==> config.mk <==
export PLATFORM = sky130hd
export DESIGN_NAME = scaled_int_to_float32_core
export DESIGN_NICKNAME = d
export VERILOG_FILES = /design/src/sv/si2f_pkg.sv /design/src/sv/si2f_front.sv /design/src/sv/si2f_pack.sv /design/src/sv/scaled_int_to_float32_core.sv
export VERILOG_INCLUDE_DIRS = /design/src /design/src/sv
export SDC_FILE = /design/constraint.sdc
export NUM_CORES = 1
export LEC_CHECK = 0
export ABC_CLOCK_PERIOD_IN_PS = 9700
export BUFFER_PORTS_ARGS = -buffer_cell sky130_fd_sc_hd__buf_2
export CAP_MARGIN = 5
export CORE_MARGIN = 2
export CORE_UTILIZATION = 45
export CTS_BUF_LIST = sky130_fd_sc_hd__clkbuf_8
export DETAILED_ROUTE_END_ITERATION = 8
export SYNTH_ARGS = -nofsm -noshare
export SYNTH_HDL_FRONTEND = slang
export SYNTH_SLANG_ARGS = --single-unit
==> constraint.sdc <==
create_clock -name clk_i -period 9.7 [get_ports clk_i]
set_input_delay 1.455 -clock clk_i [delete_from_list [all_inputs] [get_ports clk_i]]
set_output_delay 1.455 -clock clk_i [all_outputs]
set_load 0.005 [all_outputs]
==> src/sv/assert_macros.svh <==
// Assertion macros shared by the RTL.
// Define NO_ASSERTIONS to compile them away.
`ifndef ASSERT_MACROS_SVH
`define ASSERT_MACROS_SVH
`ifndef NO_ASSERTIONS
`define ASSERT_IMPL(lbl, clk, rst_n, prop) \
  lbl: assert property (@(posedge clk) disable iff (!rst_n) (prop)) \
    else $error("assertion failed");
`define ASSERT_NEXT(lbl, clk, rst_n, ante, cons) \
  lbl: assert property (@(posedge clk) disable iff (!rst_n) (ante) |=> (cons)) \
    else $error("assertion failed");
`else
`define ASSERT_IMPL(lbl, clk, rst_n, prop)
`define ASSERT_NEXT(lbl, clk, rst_n, ante, cons)
`endif
`endif

==> src/sv/si2f_pkg.sv <==
// Types and constants for the scaled int to float32 converter.
// No dependencies.
package si2f_pkg;
  localparam int unsigned ValW  = 17;
  localparam int unsigned ScW   = 9;
  localparam int unsigned MagW  = 17;
  localparam int unsigned LeadW = 5;
  localparam int unsigned ExpW  = 11;
  localparam logic [31:0] InfBits = 32'h7f80_0000;
  localparam int ExpBias = 127;

  typedef struct packed {
    logic              sign;
    logic              zero;
    logic [MagW-1:0]   mag;
    logic [ScW-1:0]    scale;
  } s1_t;

  typedef struct packed {
    logic              sign;
    logic              zero;
    logic [MagW-1:0]   mag;
    logic [LeadW-1:0]  lead;
    logic [ExpW-1:0]   bexp;
  } s2_t;
endpackage

==> src/sv/si2f_front.sv <==
// Stage logic: sign split, magnitude, leading-one position and biased exponent.
// Depends on si2f_pkg.
module si2f_front (
  input  logic signed [si2f_pkg::ValW-1:0] value_i,
  input  logic signed [si2f_pkg::ScW-1:0]  scale_i,
  output si2f_pkg::s1_t                    s1_o,
  input  si2f_pkg::s1_t                    s1_i,
  output si2f_pkg::s2_t                    s2_o
);
  logic [si2f_pkg::MagW-1:0] mag;
  logic [si2f_pkg::LeadW-1:0] lead;

  assign mag = value_i[si2f_pkg::ValW-1] ? (~value_i + 17'd1) : value_i;
  assign s1_o.sign  = value_i[si2f_pkg::ValW-1];
  assign s1_o.zero  = (value_i == '0);
  assign s1_o.mag   = mag;
  assign s1_o.scale = scale_i;

  always_comb begin
    lead = '0;
    for (int i = 0; i < si2f_pkg::MagW; i++) begin
      if (s1_i.mag[i]) lead = si2f_pkg::LeadW'(i);
    end
  end

  assign s2_o.sign = s1_i.sign;
  assign s2_o.zero = s1_i.zero;
  assign s2_o.mag  = s1_i.mag;
  assign s2_o.lead = lead;
  assign s2_o.bexp = si2f_pkg::ExpW'(signed'({1'b0, lead})) +
                     si2f_pkg::ExpW'(si2f_pkg::ExpBias) +
                     si2f_pkg::ExpW'(signed'(s1_i.scale));
endmodule

==> src/sv/si2f_pack.sv <==
// Stage logic: zero, overflow to infinity, normal packing or subnormal shift with round to nearest even.
// Depends on si2f_pkg.
module si2f_pack (
  input  si2f_pkg::s2_t s2_i,
  output logic [31:0]   bits_o
);
  logic signed [si2f_pkg::ExpW-1:0] bexp;
  logic signed [si2f_pkg::ExpW-1:0] k;
  logic [4:0]  d;
  logic [22:0] frac_n;
  logic [40:0] wide;
  logic [16:0] q, rem, half;
  logic [23:0] frac_s;
  logic        up;

  assign bexp = signed'(s2_i.bexp);
  assign k    = bexp - 11'sd1 + 11'sd23 - signed'(11'({6'd0, s2_i.lead}));
  // k here = scale + 149
  assign frac_n = 23'(({6'd0, s2_i.mag}) << (5'd23 - s2_i.lead));

  always_comb begin
    d = '0; q = '0; rem = '0; half = '0; wide = '0; up = 1'b0; frac_s = '0;
    if (k >= 0) begin
      wide   = 41'(s2_i.mag) << k[4:0];
      frac_s = wide[23:0];
    end else if (k > -11'sd18) begin
      d      = 5'(-k);
      q      = s2_i.mag >> d;
      rem    = s2_i.mag & ((17'd1 << d) - 17'd1);
      half   = 17'd1 << (d - 5'd1);
      up     = (rem > half) || ((rem == half) && q[0]);
      frac_s = 24'(q) + 24'(up);
    end
  end

  always_comb begin
    if (s2_i.zero) bits_o = '0;
    else if (bexp >= 11'sd255) bits_o = {s2_i.sign, 31'd0} | si2f_pkg::InfBits;
    else if (bexp > 11'sd0) bits_o = {s2_i.sign, bexp[7:0], frac_n};
    else bits_o = {s2_i.sign, 7'd0, frac_s};
  end
endmodule

==> src/sv/scaled_int_to_float32_core.sv <==
// Scaled integer to float32 converter, top level with three-stage pipeline.
// Depends on si2f_pkg, si2f_front, si2f_pack, assert_macros.svh.
//
// Usage:
//   Input channel value_i/scale_i with valid_i/ready_o; output channel
//   float_bits_o with valid_o/ready_i. A transfer happens when valid and
//   ready are both high at a rising clock edge.
//   Stage 1 registers sign and magnitude, stage 2 the leading-one
//   position and biased exponent, stage 3 the packed result.
//   Throughput is one item per cycle while the receiver does not stall; each
//   stage advances when the stage after it is empty or moving.
//   When the receiver stalls the pipeline fills and ready_o drops once the
//   output stage and all inner stages hold items; nothing is lost.
//   Reset (rst_ni low, asynchronous) empties all stages.
`include "assert_macros.svh"
module scaled_int_to_float32_core (
  input  logic                             clk_i,
  input  logic                             rst_ni,
  input  logic                             valid_i,
  output logic                             ready_o,
  input  logic signed [si2f_pkg::ValW-1:0] value_i,
  input  logic signed [si2f_pkg::ScW-1:0]  scale_i,
  output logic                             valid_o,
  input  logic                             ready_i,
  output logic [31:0]                      float_bits_o
);
  si2f_pkg::s1_t s1_d, s1_q;
  si2f_pkg::s2_t s2_d, s2_q;
  logic [31:0]   out_d, out_q;
  logic v1_q, v2_q, v3_q;
  logic en1, en2, en3;

  assign en3 = !v3_q || ready_i;
  assign en2 = !v2_q || en3;
  assign en1 = !v1_q || en2;
  assign ready_o = en1;

  si2f_front u_front (.value_i, .scale_i, .s1_o(s1_d), .s1_i(s1_q), .s2_o(s2_d));
  si2f_pack  u_pack  (.s2_i(s2_q), .bits_o(out_d));

  always_ff @(posedge clk_i or negedge rst_ni) begin
    if (!rst_ni) begin
      v1_q <= 1'b0; v2_q <= 1'b0; v3_q <= 1'b0;
    end else begin
      if (en1) v1_q <= valid_i;
      if (en2) v2_q <= v1_q;
      if (en3) v3_q <= v2_q;
    end
  end

  always_ff @(posedge clk_i) begin
    if (en1 && valid_i) s1_q <= s1_d;
    if (en2 && v1_q) s2_q <= s2_d;
    if (en3 && v2_q) out_q <= out_d;
  end

  assign valid_o      = v3_q;
  assign float_bits_o = out_q;

  `ASSERT_NEXT(a_out_hold, clk_i, rst_ni, valid_o && !ready_i, valid_o && $stable(float_bits_o))
  `ASSERT_IMPL(a_ready_full, clk_i, rst_ni, !ready_o |-> (v1_q && v2_q && v3_q && !ready_i))
  `ASSERT_NEXT(a_zero_out, clk_i, rst_ni, en3 && v2_q && s2_q.zero, float_bits_o == 32'd0)
endmodule

==> results by group <==
Outcome
  – Outcome: completed

Layout
  – Synth-to-Final Area Change: 7.07%
  – Share of cells above drive strength 1: a little over an eighth
  – Number of fill cells in the layout: 1996
  – Post-layout net count: roughly 1200
  – Area of the multi-input gates: 0.00587 mm^2
  – ANT cells: 0
  – Register area: between 0.002 and 0.003 mm^2

Routing
  – Vias: ~8100
  – Routed WL per cell: 19.8 um
  – Final ANT Viol Nets: 0
  – Routed wire length: between 20 and 30 mm
  – DRC errors left: 0
  – First-pass DRT Iterations: 5
  – Drt first-iter violations: about 690
  – Vias per cell: 6.09

Worst setup path
  – Slowest stage cell, crit path: xnor2_4
  – Setup CP Type: flop to flop
  – Crit end category: flop
  – Most used cell, CP: ha_1
  – Critical path arrival: approximately 7500 ps
  – Startpoint types: flop
  – Max incr delay on CP: 640 ps
  – Critical Path RT: between 9000 and 10000 ps
  – Worst Path Max Fanout: 32

Floorplanning
  – Initial Util: a little under half
  – # rows: 52
  – Die Y: 147 um
  – Die area: about 0.022 mm^2
  – Boundary Pins: 64
  – Core area: about 0.02 mm^2
  – Die width: approximately 150 um

Yosys
  – EDFF count, synth: a little over 90
  – Yosys top cell area share: a little under a third
  – Synthesized area: about 0.0092 mm^2
  – Mapped Nets: ~1100
  – YS warnings: 0
  – Register area share after synthesis: slightly above 30%
  – Syn avg cell area: about 8.8 um^2
  – Mapped Cells: roughly 1000
  – Top cells by area, synth: edfxtp_1 30%, ha_1 7.6%, mux2i_1 6.8%, nand2_1 4.6%, nor2_1 3.5%
  – Post-synth cell types: 86
  – Seq cells post-synth: 96
  – Post-synth top area cell: edfxtp_1
  – Main synth FF type: edfxtp_1
  – FFs w/ async S/R, synth: 3.13%

Clocking
  – CTS H-tree depth: 3
  – # resized after CTS: 0
  – Post-CTS Setup Bufs: 0
  – Clock Path Buffers: 2
  – TritonCTS clock tree: done
  – Clock tree root driver cell: clkbuf_8
  – Worst skew pair latency: slightly above 400 ps
  – Clock slew at reported path FFs: 120 ps
  – CTS buffer count: 9
  – CTS Sinks: 96
  – Hold buffers post-CTS: 0

Pwr
  – Design Power: roughly 0.0030 W
  – P_leak: about 3.8 nW
  – Max VDD drop: ~130 uV
  – Pwr/cell area: ~300 mW/mm^2

Timing
  – Crit path time final: approximately 7200 ps
  – Fin crit share: 74.5%
  – Post-Route Skew: between 20 and 25 ps
  – Setup violators final: 0
  – Setup TNS: 0 ps
  – Worst slew pin tran: approximately 1200 ps
  – Relative slew slack: about a fifth
  – Fmax: ~0.14 GHz
  – Fin. Hold Viols: 0
  – RSZ-0062 raised after global routing: false
  – Fin. max-slew vios: 0

Hold path
  – HP Class: flop to flop

Job
  – Max-cap violations: 0

Global routing
  – GRT Total Usage: 24.7%
  – First-pass GRT wire length: approximately 42 mm
  – Initial antenna violation count: 0
  – Vias in the first global route: approximately 7500
  – Congestion Overflow GR: 0
  – Largest net degree at the start of global routing: 34

Placement
  – PortBufs: 63
  – GPL Wtd Cong: roughly 1
  – Placed wire-length estimate: between 15 and 20 mm
[cells by family (layout without fill, tap and decap cells)]
kind of cell	Yosys count	count (layout)	share of synthesized area [%]
flops	96	96	31.1
buf+inv	111	136	5.14
compound gates	272	272	19.4
mux	94	94	11.8
simple gates	364	364	19.1
fa+ha+maj	58	58	8.05
xor+xnor	49	49	5.35
[cell usage in the layout, fill, tap and decap left out, types with 12 or more instances in the layout]
cell type / netlist / final
nand2_1: 112 / 112
nand3_1: 32 / 32
nor2b_1: 18 / 18
xnor2_1: 34 / 34
nand2b_1: 18 / 18
nor2_1: 87 / 87
buf_4: 7 / 15
mux2i_1: 63 / 63
ha_1: 56 / 55
buf_2: 5 / 63
and2_1: 13 / 13
nor3_1: 20 / 20
edfxtp_1: 93 / 93
a22oi_1: 12 / 12
nand4_1: 15 / 15
a21o_1: 13 / 13
inv_1: 40 / 40
o22ai_1: 18 / 18
mux2_2: 21 / 21
o21ai_0: 58 / 58
a21oi_1: 62 / 62
[synthesized netlist by cell type (20+ instances only)]
cell and count:
edfxtp_1 93, nor2_1 87, xnor2_1 34, nand3_1 32, inv_1 40, mux2_2 21, clkbuf_1 50, ha_1 56
mux2i_1 63, a21oi_1 62, nand2_1 112, nor3_1 20, o21ai_0 58
[cell type report]
class                   count  area share [%]
multi-input cells         837            59.5
flip-flops and latches     96            29.1
repair buffers             78            4.34
well taps                 270            3.43
inverters                  42            1.60
clock buffers               9            1.26
clock inverters             7           0.736
[metal layers]
metal / vias up / wire (um) / global-route usage [%]
met5: - / 0 / 0
met4: 0 / 808 / 8.89
met3: 49 / 2230 / 5.65
met2: 383 / 11800 / 37.8
met1: 3813 / 11700 / 34.4
li1: 3904 / - / -
[through the flow]
step / setup slack [ps] / cell area (um^2) / hold slack, ps / cells / utilization [%]
floorplan: 3860 / 9210 / 400 / 1044 / -
finish: 2470 / 9860 / 432 / 1339 / 48.9
global route: 2020 / 9860 / 447 / 1339 / 48.9
global placement: 2710 / 9660 / 405 / 1323 / 47.9
detailed placement: 2640 / 9660 / 408 / 1323 / 47.9
CTS: 2600 / 9860 / 436 / 1339 / 48.9
[worst paths after layout]
path	start	endpoint	slack, ps	cells past startpoint
max	s2_q[12]	float_bits_o[12]	2470	28
min in group asynchronous	rst_ni	v2_q	820	1
max in group asynchronous	rst_ni	v1_q	8780	1
min reg2reg	s1_q[26]	s2_q[33]	430	0
min	s1_q[26]	s2_q[33]	430	0
max reg2reg	s2_q[12]	float_bits_o[12]	2470	28
[flip-flops by register name, summed over array words and instances (netlist names)]
name and flops:
float_bits_o 32, s1_q 28, s2_q 33, v1_q 1, v2_q 1, valid_o 1
[worst max-delay path: cells and delay by family, from the launching register on]
kind                     cells  cell delay [ps]
buffers and inverters        4              790
AO/OA/AOI/OAI                6             1240
adder cells (fa/ha/maj)      7             1990
AND/OR/NAND/NOR              9             1840
XOR/XNOR                     2              800
flip-flops                   1              340
[power breakdown]
group / total [W] / internal (W) / switching, W
Combinational: 0.00213 / 0.000778 / 0.00135
Sequential: 0.000564 / 0.000513 / 0.0000508
Clock: 0.000272 / 0.000102 / 0.000170
Power figures use the tool's default switching activity.
